[config.mk]
export PLATFORM = sky130hd
export DESIGN_NAME = selective_repeat_sender_window_core_flat
export DESIGN_NICKNAME = d
export VERILOG_FILES = /design/src/hdl/srsw_pkg.sv /design/src/hdl/srsw_req_if.sv /design/src/hdl/srsw_rsp_if.sv /design/src/hdl/srsw_ram.sv /design/src/hdl/selective_repeat_sender_window_core.sv /design/src/flat_wrapper.sv
export SDC_FILE = /design/constraint.sdc
export NUM_CORES = 2
export LEC_CHECK = 0
export BUFFER_PORTS_ARGS = -buffer_cell sky130_fd_sc_hd__buf_2
export CELL_PAD_IN_SITES_DETAIL_PLACEMENT = 0
export CELL_PAD_IN_SITES_GLOBAL_PLACEMENT = 1
export CORE_MARGIN = 8
export CORE_UTILIZATION = 40
export CTS_CLUSTER_SIZE = 30
export DETAILED_ROUTE_END_ITERATION = 8
export PLACE_DENSITY = 0.7
export SYNTH_ARGS = -nofsm -noshare
export SYNTH_HDL_FRONTEND = slang
export SYNTH_SLANG_ARGS = --single-unit
[constraint.sdc]
create_clock -name clk -period 20.9 [get_ports clk]
set_input_delay 4.18 -clock clk [delete_from_list [all_inputs] [get_ports clk]]
set_output_delay 4.18 -clock clk [all_outputs]
set_load 0.05 [all_outputs]
[src/hdl/srsw_pkg.sv]
`default_nettype none
package srsw_pkg;

	localparam int MAX_PACKETS  = 256;
	localparam int MAX_WINDOW   = 16;
	localparam int TIMER_BITS   = 16;
	localparam int RESULT_LIMIT = 16;

	localparam int IDX_W   = $clog2(MAX_PACKETS);
	localparam int BASE_W  = $clog2(MAX_PACKETS + 1);
	localparam int END_W   = BASE_W + 1;
	localparam int WIN_CAP = (MAX_WINDOW < RESULT_LIMIT) ? MAX_WINDOW : RESULT_LIMIT;

	// sent and acked flags live only for the window, in a ring indexed by sequence low bits
	localparam int SLOT_W     = $clog2(WIN_CAP);
	localparam int RING_DEPTH = 1 << SLOT_W;

	localparam int TOTAL_W   = 9;
	localparam int WINREG_W  = 5;
	localparam int TIMEOUT_W = 16;
	localparam int SEQ_W     = 8;
	localparam int ADDR_W    = 4;
	localparam int DATA_W    = 32;

	localparam logic [TOTAL_W-1:0]   TOTAL_RST   = TOTAL_W'(8);
	localparam logic [WINREG_W-1:0]  WINDOW_RST  = WINREG_W'(4);
	localparam logic [TIMEOUT_W-1:0] TIMEOUT_RST = TIMEOUT_W'(30);

	localparam logic [1:0] REG_TOTAL   = 2'd0;
	localparam logic [1:0] REG_WINDOW  = 2'd1;
	localparam logic [1:0] REG_TIMEOUT = 2'd2;

	localparam logic OP_TICK = 1'b0;
	localparam logic OP_ACK  = 1'b1;

	typedef enum logic [2:0] {
		ST_IDLE,
		ST_ACK,
		ST_SLIDE,
		ST_SCAN_RD,
		ST_SCAN_EV,
		ST_FINISH
	} step_t;

	typedef enum logic [2:0] {
		JC_NONE,
		JC_NO_BEAT,
		JC_TICK,
		JC_SLIDE_MORE,
		JC_SCAN_END,
		JC_OUT_BUSY
	} jcond_t;

	typedef struct packed {
		logic   take_beat;
		logic   ack_upd;
		logic   slide;
		logic   scan_rd;
		logic   scan_ev;
		logic   emit_last;
		jcond_t jc;
		step_t  alt;
		step_t  nxt;
	} uword_t;

	// control store: jump to alt when the condition holds, else go to nxt
	function automatic uword_t ucode(step_t s);
		uword_t w;
		w = '0;
		w.jc = JC_NONE;
		w.alt = ST_IDLE;
		w.nxt = ST_IDLE;
		unique case (s)
			ST_IDLE: begin
				w.take_beat = 1'b1;
				w.jc = JC_NO_BEAT;
				w.alt = ST_IDLE;
				w.nxt = ST_ACK;
			end
			ST_ACK: begin
				w.ack_upd = 1'b1;
				w.jc = JC_TICK;
				w.alt = ST_SCAN_RD;
				w.nxt = ST_SLIDE;
			end
			ST_SLIDE: begin
				w.slide = 1'b1;
				w.jc = JC_SLIDE_MORE;
				w.alt = ST_SLIDE;
				w.nxt = ST_SCAN_RD;
			end
			ST_SCAN_RD: begin
				w.scan_rd = 1'b1;
				w.jc = JC_SCAN_END;
				w.alt = ST_FINISH;
				w.nxt = ST_SCAN_EV;
			end
			ST_SCAN_EV: begin
				w.scan_ev = 1'b1;
				w.jc = JC_OUT_BUSY;
				w.alt = ST_SCAN_EV;
				w.nxt = ST_SCAN_RD;
			end
			ST_FINISH: begin
				w.emit_last = 1'b1;
				w.jc = JC_OUT_BUSY;
				w.alt = ST_FINISH;
				w.nxt = ST_IDLE;
			end
			default: begin
				w.nxt = ST_IDLE;
			end
		endcase
		return w;
	endfunction

endpackage
`default_nettype wire

[src/hdl/srsw_req_if.sv]
`default_nettype none
interface srsw_req_if;
	logic                      valid;
	logic                      ready;
	logic                      operation;
	logic [srsw_pkg::SEQ_W-1:0] ack_seq;

	modport source (output valid, output operation, output ack_seq, input ready);
	modport sink (input valid, input operation, input ack_seq, output ready);
endinterface
`default_nettype wire

[src/hdl/srsw_rsp_if.sv]
`default_nettype none
interface srsw_rsp_if;
	logic                      valid;
	logic                      ready;
	logic                      send_valid;
	logic [srsw_pkg::SEQ_W-1:0] send_seq;
	logic                      is_retransmit;
	logic                      ack_ignored;
	logic                      all_done;
	logic                      last;

	modport source (
		output valid, output send_valid, output send_seq, output is_retransmit,
		output ack_ignored, output all_done, output last, input ready
	);
	modport sink (
		input valid, input send_valid, input send_seq, input is_retransmit,
		input ack_ignored, input all_done, input last, output ready
	);
endinterface
`default_nettype wire

[src/hdl/srsw_ram.sv]
`default_nettype none
module srsw_ram #(
	parameter int WIDTH = 8,
	parameter int DEPTH = 16
) (
	input  wire logic                     clk,
	input  wire logic                     we,
	input  wire logic [$clog2(DEPTH)-1:0] waddr,
	input  wire logic [WIDTH-1:0]         wdata,
	input  wire logic                     re,
	input  wire logic [$clog2(DEPTH)-1:0] raddr,
	output logic      [WIDTH-1:0]         rdata
);

	logic [WIDTH-1:0] mem_q [DEPTH];

	always_ff @(posedge clk) begin
		if (we) begin
			mem_q[waddr] <= wdata;
		end
		if (re) begin
			rdata <= mem_q[raddr];
		end
	end

endmodule
`default_nettype wire

[src/hdl/selective_repeat_sender_window_core.sv]
// sequence: an input beat is taken in the idle step, then a decode step; for an ack the
// base slides over the acked packets, then each window entry is scanned (timer read, then
// evaluate and write back to the timer memory), then closing steps emit the last result
// a new input is taken only when the previous one is finished; the scan stalls while the
// result side is busy; the window holds at most 16 entries
// reset: arst_n clears base and sent/acked flags, loads 8, 4 and 30; timer memory not cleared
`default_nettype none
module selective_repeat_sender_window_core (
	input  wire logic                          clk,
	input  wire logic                          arst_n,
	srsw_req_if.sink                           req,
	srsw_rsp_if.source                         rsp,
	input  wire logic                          psel,
	input  wire logic                          penable,
	input  wire logic                          pwrite,
	input  wire logic [srsw_pkg::ADDR_W-1:0]   paddr,
	input  wire logic [srsw_pkg::DATA_W-1:0]   pwdata,
	output logic      [srsw_pkg::DATA_W-1:0]   prdata,
	output logic                               pready
);

	localparam int IDX_W  = srsw_pkg::IDX_W;
	localparam int BASE_W = srsw_pkg::BASE_W;
	localparam int END_W  = srsw_pkg::END_W;
	localparam int TB     = srsw_pkg::TIMER_BITS;
	localparam int SLOT_W = srsw_pkg::SLOT_W;

	// config registers
	logic [srsw_pkg::TOTAL_W-1:0]   total_q;
	logic [srsw_pkg::WINREG_W-1:0]  win_q;
	logic [srsw_pkg::TIMEOUT_W-1:0] timeout_q;
	logic                           cfg_wr;

	// control state
	srsw_pkg::step_t          step_q, step_d;
	srsw_pkg::uword_t         uw;
	logic [BASE_W-1:0]        base_q;
	logic [srsw_pkg::RING_DEPTH-1:0] acked_q;
	logic [srsw_pkg::RING_DEPTH-1:0] sent_q;
	logic                     out_vld_q;
	logic                     pend_q;

	// payload
	logic                     op_q;
	logic [srsw_pkg::SEQ_W-1:0] seq_q;
	logic                     ign_q;
	logic [BASE_W-1:0]        idx_q;
	logic [IDX_W-1:0]         pend_seq_q;
	logic                     pend_rt_q;
	logic                     o_send_q;
	logic [srsw_pkg::SEQ_W-1:0] o_seq_q;
	logic                     o_rt_q;
	logic                     o_ign_q;
	logic                     o_done_q;
	logic                     o_last_q;

	// datapath
	logic [BASE_W-1:0] eff_total;
	logic [END_W-1:0]  eff_win;
	logic [END_W-1:0]  end_raw;
	logic [END_W-1:0]  win_end;
	logic              done;
	logic              in_win;
	logic              slide_more;
	logic              scan_end;
	logic [IDX_W-1:0]  idx;
	logic [IDX_W-1:0]  seq_idx;
	logic [SLOT_W-1:0] idx_slot;
	logic [SLOT_W-1:0] seq_slot;
	logic [SLOT_W-1:0] base_slot;
	logic [TB-1:0]     t_rd;
	logic [TB-1:0]     t_aged;
	logic              age;
	logic              send_now;
	logic              e_acked;
	logic              e_sent;
	logic              out_free;
	logic              push_req;
	logic              blocked;
	logic              ev_go;
	logic              fin_go;
	logic              jmp;
	logic              beat_in;
	logic              t_we;
	logic [TB-1:0]     t_wdata;
	logic              t_re;

	// configuration port
	assign pready = 1'b1;
	assign cfg_wr = psel && penable && pwrite;

	always_comb begin
		unique case (paddr[3:2])
			srsw_pkg::REG_TOTAL:   prdata = srsw_pkg::DATA_W'(total_q);
			srsw_pkg::REG_WINDOW:  prdata = srsw_pkg::DATA_W'(win_q);
			srsw_pkg::REG_TIMEOUT: prdata = srsw_pkg::DATA_W'(timeout_q);
			default:               prdata = '0;
		endcase
	end

	always_ff @(posedge clk or negedge arst_n) begin
		if (!arst_n) begin
			total_q <= srsw_pkg::TOTAL_RST;
			win_q <= srsw_pkg::WINDOW_RST;
			timeout_q <= srsw_pkg::TIMEOUT_RST;
		end else if (cfg_wr) begin
			unique case (paddr[3:2])
				srsw_pkg::REG_TOTAL:   total_q <= pwdata[srsw_pkg::TOTAL_W-1:0];
				srsw_pkg::REG_WINDOW:  win_q <= pwdata[srsw_pkg::WINREG_W-1:0];
				srsw_pkg::REG_TIMEOUT: timeout_q <= pwdata[srsw_pkg::TIMEOUT_W-1:0];
				default: ;
			endcase
		end
	end

	// window bounds
	always_comb begin
		if (32'(total_q) > srsw_pkg::MAX_PACKETS) begin
			eff_total = BASE_W'(srsw_pkg::MAX_PACKETS);
		end else begin
			eff_total = BASE_W'(total_q);
		end
		if (win_q == '0) begin
			eff_win = END_W'(1);
		end else if (32'(win_q) > srsw_pkg::WIN_CAP) begin
			eff_win = END_W'(srsw_pkg::WIN_CAP);
		end else begin
			eff_win = END_W'(win_q);
		end
		end_raw = END_W'(base_q) + eff_win;
		win_end = (end_raw < END_W'(eff_total)) ? end_raw : END_W'(eff_total);
	end

	assign done       = base_q >= eff_total;
	assign seq_idx    = IDX_W'(seq_q);
	assign idx        = idx_q[IDX_W-1:0];
	assign idx_slot   = idx_q[SLOT_W-1:0];
	assign seq_slot   = seq_idx[SLOT_W-1:0];
	assign base_slot  = base_q[SLOT_W-1:0];
	assign in_win     = (END_W'(seq_q) >= END_W'(base_q)) && (END_W'(seq_q) < win_end);
	assign slide_more = (base_q < eff_total) && acked_q[base_slot];
	assign scan_end   = END_W'(idx_q) >= win_end;

	// entry evaluation
	assign e_acked  = acked_q[idx_slot];
	assign e_sent   = sent_q[idx_slot];
	assign age      = (op_q == srsw_pkg::OP_TICK) && e_sent && !e_acked && (t_rd != '1);
	assign t_aged   = t_rd + TB'(age);
	assign send_now = !e_acked && (!e_sent || (32'(t_aged) >= 32'(timeout_q)));

	// sequencer
	assign uw       = srsw_pkg::ucode(step_q);
	assign out_free = !out_vld_q || rsp.ready;
	assign push_req = (uw.scan_ev && send_now && pend_q) || uw.emit_last;
	assign blocked  = push_req && !out_free;
	assign ev_go    = uw.scan_ev && !blocked;
	assign fin_go   = uw.emit_last && !blocked;
	assign req.ready = uw.take_beat;
	assign beat_in  = req.valid && req.ready;

	always_comb begin
		unique case (uw.jc)
			srsw_pkg::JC_NONE:       jmp = 1'b0;
			srsw_pkg::JC_NO_BEAT:    jmp = !req.valid;
			srsw_pkg::JC_TICK:       jmp = op_q == srsw_pkg::OP_TICK;
			srsw_pkg::JC_SLIDE_MORE: jmp = slide_more;
			srsw_pkg::JC_SCAN_END:   jmp = scan_end;
			srsw_pkg::JC_OUT_BUSY:   jmp = blocked;
			default:                 jmp = 1'b0;
		endcase
	end

	always_comb begin
		step_d = jmp ? uw.alt : uw.nxt;
	end

	// timer memory
	assign t_re    = uw.scan_rd && !scan_end;
	assign t_we    = ev_go && (send_now || age);
	assign t_wdata = send_now ? '0 : t_aged;

	srsw_ram #(
		.WIDTH(TB),
		.DEPTH(srsw_pkg::MAX_PACKETS)
	) u_timer_ram (
		.clk  (clk),
		.we   (t_we),
		.waddr(idx),
		.wdata(t_wdata),
		.re   (t_re),
		.raddr(idx),
		.rdata(t_rd)
	);

	// control registers
	always_ff @(posedge clk or negedge arst_n) begin
		if (!arst_n) begin
			step_q <= srsw_pkg::ST_IDLE;
			base_q <= '0;
			acked_q <= '0;
			sent_q <= '0;
			out_vld_q <= 1'b0;
			pend_q <= 1'b0;
		end else begin
			step_q <= step_d;
			if (uw.ack_upd && (op_q == srsw_pkg::OP_ACK) && in_win) begin
				acked_q[seq_slot] <= 1'b1;
			end
			// the slot left behind by the base is reused for the new window end
			if (uw.slide && slide_more) begin
				base_q <= base_q + BASE_W'(1);
				acked_q[base_slot] <= 1'b0;
				sent_q[base_slot] <= 1'b0;
			end
			if (ev_go && send_now) begin
				sent_q[idx_slot] <= 1'b1;
				pend_q <= 1'b1;
			end else if (fin_go) begin
				pend_q <= 1'b0;
			end
			if ((ev_go && send_now && pend_q) || fin_go) begin
				out_vld_q <= 1'b1;
			end else if (rsp.ready) begin
				out_vld_q <= 1'b0;
			end
		end
	end

	// payload registers
	always_ff @(posedge clk) begin
		if (beat_in) begin
			op_q <= req.operation;
			seq_q <= req.ack_seq;
			ign_q <= 1'b0;
			idx_q <= base_q;
		end
		if (uw.ack_upd && (op_q == srsw_pkg::OP_ACK) && !in_win) begin
			ign_q <= 1'b1;
		end
		if (uw.slide && !slide_more) begin
			idx_q <= base_q;
		end
		if (ev_go) begin
			idx_q <= idx_q + BASE_W'(1);
			if (send_now) begin
				pend_seq_q <= idx;
				pend_rt_q <= e_sent;
			end
		end
		if (ev_go && send_now && pend_q) begin
			o_send_q <= 1'b1;
			o_seq_q <= srsw_pkg::SEQ_W'(pend_seq_q);
			o_rt_q <= pend_rt_q;
			o_ign_q <= ign_q;
			o_done_q <= done;
			o_last_q <= 1'b0;
		end else if (fin_go) begin
			o_send_q <= pend_q;
			o_seq_q <= pend_q ? srsw_pkg::SEQ_W'(pend_seq_q) : '0;
			o_rt_q <= pend_q && pend_rt_q;
			o_ign_q <= ign_q;
			o_done_q <= done;
			o_last_q <= 1'b1;
		end
	end

	assign rsp.valid         = out_vld_q;
	assign rsp.send_valid    = o_send_q;
	assign rsp.send_seq      = o_seq_q;
	assign rsp.is_retransmit = o_rt_q;
	assign rsp.ack_ignored   = o_ign_q;
	assign rsp.all_done      = o_done_q;
	assign rsp.last          = o_last_q;

endmodule
`default_nettype wire
[src/flat_wrapper.sv]
// flat-port wrapper written by rule: the top's interface ports become plain ports
module selective_repeat_sender_window_core_flat 
  (clk, arst_n, psel, penable, pwrite, paddr, pwdata, prdata, pready, req_valid, req_operation, req_ack_seq, req_ready, rsp_valid, rsp_send_valid, rsp_send_seq, rsp_is_retransmit, rsp_ack_ignored, rsp_all_done, rsp_last, rsp_ready);
  srsw_req_if req_i ();
  srsw_rsp_if rsp_i ();
  input  wire logic clk;
  input  wire logic arst_n;
  input  wire logic psel;
  input  wire logic penable;
  input  wire logic pwrite;
  input  wire logic [srsw_pkg::ADDR_W-1:0] paddr;
  input  wire logic [srsw_pkg::DATA_W-1:0] pwdata;
  output logic      [srsw_pkg::DATA_W-1:0] prdata;
  output logic pready;
  input wire logic [$bits(req_i.valid)-1:0] req_valid;
  input wire logic [$bits(req_i.operation)-1:0] req_operation;
  input wire logic [$bits(req_i.ack_seq)-1:0] req_ack_seq;
  output wire logic [$bits(req_i.ready)-1:0] req_ready;
  output wire logic [$bits(rsp_i.valid)-1:0] rsp_valid;
  output wire logic [$bits(rsp_i.send_valid)-1:0] rsp_send_valid;
  output wire logic [$bits(rsp_i.send_seq)-1:0] rsp_send_seq;
  output wire logic [$bits(rsp_i.is_retransmit)-1:0] rsp_is_retransmit;
  output wire logic [$bits(rsp_i.ack_ignored)-1:0] rsp_ack_ignored;
  output wire logic [$bits(rsp_i.all_done)-1:0] rsp_all_done;
  output wire logic [$bits(rsp_i.last)-1:0] rsp_last;
  input wire logic [$bits(rsp_i.ready)-1:0] rsp_ready;
  assign req_i.valid = req_valid;
  assign req_i.operation = req_operation;
  assign req_i.ack_seq = req_ack_seq;
  assign req_ready = req_i.ready;
  assign rsp_valid = rsp_i.valid;
  assign rsp_send_valid = rsp_i.send_valid;
  assign rsp_send_seq = rsp_i.send_seq;
  assign rsp_is_retransmit = rsp_i.is_retransmit;
  assign rsp_ack_ignored = rsp_i.ack_ignored;
  assign rsp_all_done = rsp_i.all_done;
  assign rsp_last = rsp_i.last;
  assign rsp_i.ready = rsp_ready;
  selective_repeat_sender_window_core u_core (.clk(clk), .arst_n(arst_n), .req(req_i), .rsp(rsp_i), .psel(psel), .penable(penable), .pwrite(pwrite), .paddr(paddr), .pwdata(pwdata), .prdata(prdata), .pready(pready));
endmodule
== Word-level counts from Yosys, hierarchy flattened ==
Memory sizes are Yosys's and may differ from the RTL's. A register that Yosys moved wholly into a read port is not among the register bits.
Cells that the tools add are included.

* Logic and storage cells: 163
* Bits in writable memories: 4096
* Register bits: 117
* Memories: 1
* Output and inout bits: 48
* Input bits: 52

{| class="wikitable"
|+ Memory list
! memory !! words !! width !! rd ports !! clocked after memory_dff !! wr ports !! RTL line !! text
|-
| u_core.u_timer_ram.mem_q || 256 || 16 || 1 || 1 || 1 || srsw_ram.sv:15 || <nowiki>logic [WIDTH-1:0] mem_q [DEPTH];</nowiki>
|}

* Muxes and demuxes: 50
* Reduce and logical (&&, ||, !) cells: 53
* Bitwise logic cells: 6
* $lt $le $gt $ge: 15
* Add/sub/neg operators: 4
* Equality and inequality tests: 13

{| class="wikitable"
|+ Operator list
! kind !! count
|-
| $mux 16 || 5
|-
| $pmux 16 s3 || 1
|-
| $mux 9 || 4
|-
| $pmux 6 s6 || 1
|-
| $and 16x16->16 || 2
|-
| $or 16x16->16 || 2
|-
| $logic_and 1x1->1 || 27
|-
| $mux 1 || 24
|-
| $mux 8 || 3
|-
| $mux 10 || 2
|-
| $add 9x1->9 const B || 2
|-
| $add 16x1->16 || 1
|-
| $ge 16x16->1 || 1
|-
| $ne 16x16->1 const B || 1
|-
| $not 16->16 || 1
|-
| $lt 4x5->1 const B || 3
|-
| $bmux 1 s4 || 3
|-
| $demux 1 s4 || 3
|-
| $eq 3x2->1 const B || 4
|-
| $eq 3x3->1 const B || 4
|-
| $ge 4x1->1 const B || 3
|-
| $pmux 3 s4 || 1
|-
| $add 9x10->10 || 1
|-
| $ge 9x10->1 || 1
|-
| 23 further kinds || 41
|}

== Longest topological paths before layout ==
* Depth in word-level cells: 19
* Depth in mapped cells: 29
* Gate-level depth less buffers: 27

== Modules after synthesis ==
Synthesis repeated with hierarchy kept, for this count alone.

* Cells, all modules: 8125
* Area, all modules: 166886.3 um^2

{| class="wikitable"
|+ Modules (own cells, without submodules)
! module !! sequential area each (um^2) !! instances !! cells an instance !! area each (um^2)
|-
| srsw_ram || 123478.4 || 1 || 7360 || 158874.9
|-
| selective_repeat_sender_window_core || 3110.5 || 1 || 765 || 8011.4
|}

== Worst setup path before layout ==
No wires, ideal clock.

* Path kind: reg-to-reg
* Start point: register u_core.idx_q[0]
* End point: memory u_core.u_timer_ram.mem_q[0][1] (netlist name) (data pin)
* Clock period less this slack: 12127 ps
* Data required time: 19438 ps
* Slack: 8773 ps
* Library setup time: 1462 ps
* Arrival time: 10666 ps
* Stages on the path, launching flop included: 21
* Path through: edfxtp_1 > buf_6 > mux4_2 > mux4_2 > clkbuf_1 > nor4b_1 > ha_1 > ha_1 > nand3_1 > nor2_1 > and3_1 > nand3_1 > xnor2_1 > ha_1 > a21o_1 > a21o_1 > a21oi_1 > o211ai_1 > a21oi_1 > nor2_1 > nor2b_1

* Cells in the longest elaborated chain, start to end: 10

{| class="wikitable"
|+ RTL lines
! item !! RTL line !! text
|-
| start, declared || selective_repeat_sender_window_core.sv:47 || <nowiki>logic [BASE_W-1:0] idx_q;</nowiki>
|-
| start signal, assigned || selective_repeat_sender_window_core.sv:235 || <nowiki>idx_q <= base_q;</nowiki>
|-
| start signal, assigned || selective_repeat_sender_window_core.sv:241 || <nowiki>idx_q <= base_q;</nowiki>
|-
| start signal, assigned || selective_repeat_sender_window_core.sv:244 || <nowiki>idx_q <= idx_q + BASE_W'(1);</nowiki>
|-
| $bmux 1 s4 (on tied branches) || selective_repeat_sender_window_core.sv:146, selective_repeat_sender_window_core.sv:145 ||
|-
| $mux 1 (on tied branches) || selective_repeat_sender_window_core.sv:146, selective_repeat_sender_window_core.sv:145 ||
|-
| $logic_and 1x1->1 / $logic_not 1->1 (equally long branches) || selective_repeat_sender_window_core.sv:147, selective_repeat_sender_window_core.sv:149 ||
|-
| $logic_and 1x1->1 (2 in series) || selective_repeat_sender_window_core.sv:147 || <nowiki>assign age = (op_q == srsw_pkg::OP_TICK) && e_sent && !e_acked && (t_rd != '1);</nowiki>
|-
| $add 16x1->16 || selective_repeat_sender_window_core.sv:148 || <nowiki>assign t_aged = t_rd + TB'(age);</nowiki>
|-
| $ge 16x16->1 || selective_repeat_sender_window_core.sv:149 || <nowiki>assign send_now = !e_acked && (!e_sent || (32'(t_aged) >= 32'(timeout_q)));</nowiki>
|-
| $logic_or 1x1->1 || selective_repeat_sender_window_core.sv:149 ||
|-
| $logic_and 1x1->1 || selective_repeat_sender_window_core.sv:149 ||
|-
| $mux 16 * || selective_repeat_sender_window_core.sv:180 || <nowiki>assign t_wdata = send_now ? '0 : t_aged;</nowiki>
|-
| named net u_core.t_wdata[1] || selective_repeat_sender_window_core.sv:85 || <nowiki>logic [TB-1:0] t_wdata;</nowiki>
|-
| end, declared || srsw_ram.sv:15 ||
|}

The timed path passes the listed nets; every way through them passes the cells marked *. The select of a mux whose other input is x is not followed.

== Final worst setup path ==
* Start point: input port paddr[3] (netlist name)
* End point: output port prdata[4] (netlist name)

* Cells in the longest elaborated chain, start to end: 2

{| class="wikitable"
|+ RTL lines
! item !! RTL line !! text
|-
| start, declared || flat_wrapper.sv:11 || <nowiki>input wire logic [srsw_pkg::ADDR_W-1:0] paddr;</nowiki>
|-
| $eq 2x2->1, or another cell as far along || selective_repeat_sender_window_core.sv:93 || <nowiki>unique case (paddr[3:2])</nowiki>
|-
| $pmux 16 s3 * || selective_repeat_sender_window_core.sv:93 ||
|-
| end, declared || flat_wrapper.sv:13 || <nowiki>output logic [srsw_pkg::DATA_W-1:0] prdata;</nowiki>
|}

Mark *: on every way between the ends. The rest lies on a longest branch, timed or not.

==> summary.txt <==
Run status
  • Status: completed

Global route
  • Largest net degree at the start of global routing: 124
  • GR Util met3: 3.96%
  • Initial antenna violation count: 17
  • Global-route wire length before repair: 593 mm
  • GR Util met1: 26.0%
  • Tot GR Track Use: 18.8%
  • Met2 Track Usage GR: 29.9%
  • Gr ovfl total: 0
  • GRT busiest layer: met2
  • Vias in the first global route: 79,213

Setup path
  • Slowest CP cell: nor2b_1
  • RR Endpoint: u_core.u_timer_ram.mem_q[26][7]$_DFFE_PP_
  • Crit path to: prdata[4]
  • Cell family with most CP delay: simple AND/OR/NAND/NOR gates
  • Crit path from: paddr[3]
  • R2r setup slk: 11,720 ps
  • Crit Path Category: in -> out
  • Crit-path cells: buf_2, nor2b_1, nand2_1, o21ai_0, buf_2
  • Most used cell, CP: buf_2
  • Worst reg2reg path depth: 24
  • Setup crit start kind: input pin
  • CP endpoint kind: output port
  • Req. time, crit path: 16,720 ps
  • Reg2reg start: u_core.idx_q[0]$_DFFE_PP_
  • Worst-path fanout max: 13
  • Arrival time worst endpoint: 5540 ps
  • WP depth: 5
  • Worst path max stage delay: 590 ps
  • WP buf/inv: 2

Synthesis
  • Post-Syn Area: 166,000 µm²
  • Syn Inst Count: 7,144
  • Netlist cell types: 71
  • Synth top area share: 75.2%
  • Area leader, netlist: edfxtp_1
  • Syn Area/Cell: 23.2 µm²
  • EDFF count, synth: 4,150
  • Top_reg_cell synth: edfxtp_1
  • Synthesized flop and latch total: 4,229
  • Sequential element share of the synthesized area: 76.4%
  • Largest cells by area after synthesis: edfxtp_1 (75%), mux4_2 (18%), dfrtp_1 (1.1%)
  • Yosys Warn Count: 0
  • Post-synth ARST share: 1.80%

Final layout
  • Count of non-filler cells in the finished layout: 13,390
  • Most frequent cells in the layout: edfxtp_1 (4,150), mux4_2 (1,320), clkbuf_16 (408)
  • Syn-to-layout area delta: 14.0%
  • Layout cells sized above 1: 34.2%
  • Commonest non-fill, non-tap cell in the layout: edfxtp_1
  • Fillcell total: 33,590
  • Final #Nets: 7,698
  • Design area: 189,000 µm²
  • Util after Layout: 45.8%

Floorplanning
  • Die extent in x: 660 µm
  • Num rows: 236
  • Full die area: 435,000 µm²
  • Starting Density: 40.1%
  • I/O pin total: 100
  • Die Ht: 660 µm
  • Core Region: 413,000 µm²

STA
  • Fin. Hold Viols: 0
  • Post-Route Setup TNS: 0 ps
  • Crit path time final: 9720 ps
  • RSZ-0062 raised after global routing: no
  • Max Clock Freq: 103 MHz
  • Period utilisation layout: 46.5%
  • Final Setup Violations: 0
  • Worst Skew: 55.9 ps
  • Final Max Slew Viols: 0
  • Slew headroom: 8.17%
  • Slew @ Worst Pin: 1370 ps

Detailed routing
  • Residual DRC: 0
  • Post-route ant nets: 0
  • WL final: 420 mm
  • Wire per inst: 31.3 µm
  • DRT iter0 DRCs: 10,071
  • Vias: 78,618
  • DRT Pass-1 Iters: 6
  • Vias per std cell: 5.87

Power
  • Maximum VDD drop: 0.000252 V
  • Power per cell area: 152 nW/µm²
  • Leak: 58.3 nW
  • Total power: 28.7 mW

CTS
  • H-Tree Depth: 5
  • Hold-fix buffers, CTS: 0
  • CTS tree: built
  • Worst skew pair latency: 980 ps
  • Worst-path clk slew: 60 ps
  • Bufs on Longest Clock Path: 4
  • Clock tree sinks: 4,229
  • Num CTS Buffers: 405
  • Post-CTS Resized: 0
  • Post-CTS Repair Setup Buffers: 0
  • Root buf cell: clkbuf_16

Place
  • Port bufs: 64
  • GP Congestion: 0.842
  • Placed Area: 176,000 µm²
  • Placed cell count: 12,643
  • Post-DP HPWL: 240 mm

Flow run
  • Max-cap violation count: 0

Worst hold path
  • Hold path cells: 0
  • Worst hold path type: reg -> reg
[synth_stat cells, drive strengths merged (16+ instances only)]
cell type,instances
dfrtp,70
nor4,258
a21oi,44
nand2,150
o21ai,83
xnor2,26
a22oi,18
nor2b,24
ha,69
o21a,16
nand3,43
inv,49
mux2,29
and2,23
mux4,1320
buf,272
clkbuf,186
mux2i,36
nor2,78
edfxtp,4150
[worst min path at each step]
stage | startpoint | slack, ps | end
after floorplan | u_core.ign_q$_SDFFE_PP1P_ | 410 | u_core.rsp.ack_ignored$_DFFE_PP_
after global placement | u_core.ign_q$_SDFFE_PP1P_ | 430 | u_core.rsp.ack_ignored$_DFFE_PP_
after detailed placement | u_core.ign_q$_SDFFE_PP1P_ | 430 | u_core.rsp.ack_ignored$_DFFE_PP_
after CTS | u_core.ign_q$_SDFFE_PP1P_ | 440 | u_core.rsp.ack_ignored$_DFFE_PP_
after global routing | u_core.ign_q$_SDFFE_PP1P_ | 460 | u_core.rsp.ack_ignored$_DFFE_PP_
final | u_core.ign_q$_SDFFE_PP1P_ | 450 | u_core.rsp.ack_ignored$_DFFE_PP_
[through the flow]
stage | hold slack, ps | setup slack [ps]
after floorplan | 408 | 8770
after global placement | 429 | 11170
after detailed placement | 427 | 11160
after CTS | 443 | 11150
after global routing | 462 | 11010
final | 446 | 11180
[cells by family (layout without fill, tap and decap cells)]
family | Yosys count | count (layout) | synth area share, %
XOR/XNOR | 37 | 37 | 0.196
flip-flops | 4229 | 4229 | 76.4
AO/OA/AOI/OAI | 272 | 272 | 1.07
buffers and inverters | 507 | 1258 | 1.40
other | 2 | 23 | 0.00453
adder cells (fa/ha/maj) | 71 | 71 | 0.539
AND/OR/NAND/NOR | 641 | 641 | 2.04
multiplexers | 1385 | 1385 | 18.4
[worst register-to-register path, stage by stage, from the launching register on]
cell	delay, ps
edfxtp_1	400
buf_12	590
mux4_2	690
mux4_2	790
nor4b_1	660
ha_1	330
ha_1	200
nand3_1	150
nor2_1	230
and3_1	220
nand3_1	100
xnor2_1	390
ha_1	250
a21o_1	110
a21o_1	110
a21oi_1	60
o211ai_1	110
a21oi_2	60
buf_4	240
o31ai_4	680
buf_4	620
buf_4	590
buf_4	780
nor4_2	180
buf_4	280
[where the power goes]
part / internal (mW) / total [mW] / switching [mW] / leakage [nW]
clock: 4.11 / 7.28 / 3.16 / 6.38
combinational: 3.06 / 9.63 / 6.57 / 13.1
sequential: 11.7 / 11.8 / 0.0808 / 38.8
[layer usage]
layer / vias to the layer above / share of wire (%) / wire [µm]
li1: 31651 / - / -
met1: 42761 / 40 / 169000
met2: 3532 / 47 / 199000
met3: 672 / 8.6 / 35900
met4: 2 / 3.9 / 16300
met5: - / 0.0021 / 9
[sequential cells by signal, indices dropped and copies added, names as in the netlist, 3 cells and up]
register	count
u_core.base_q	9
u_core.u_timer_ram.rdata	16
u_core.timeout_q	16
u_core.pend_seq_q	8
u_core.step_q	3
u_core.idx_q	9
u_core.total_q	9
u_core.sent_q	16
u_core.acked_q	16
u_core.rsp.send_seq	8
u_core.u_timer_ram.mem_q	4096
u_core.win_q	5
u_core.seq_idx	8
[final cells by class]
type / count / area (µm²) / area share, %
antenna: 6 / 15.0 / 0.00795
inverter: 49 / 186 / 0.0987
clock inverter: 253 / 2590 / 1.37
tap: 5474 / 6850 / 3.62
sequential: 4229 / 127000 / 67.0
clock buffer: 488 / 10500 / 5.57
timing repair buffer: 468 / 3560 / 1.88
multi-input combinational: 2423 / 38700 / 20.5
No activity file was read; power rests on OpenSTA's default activity.
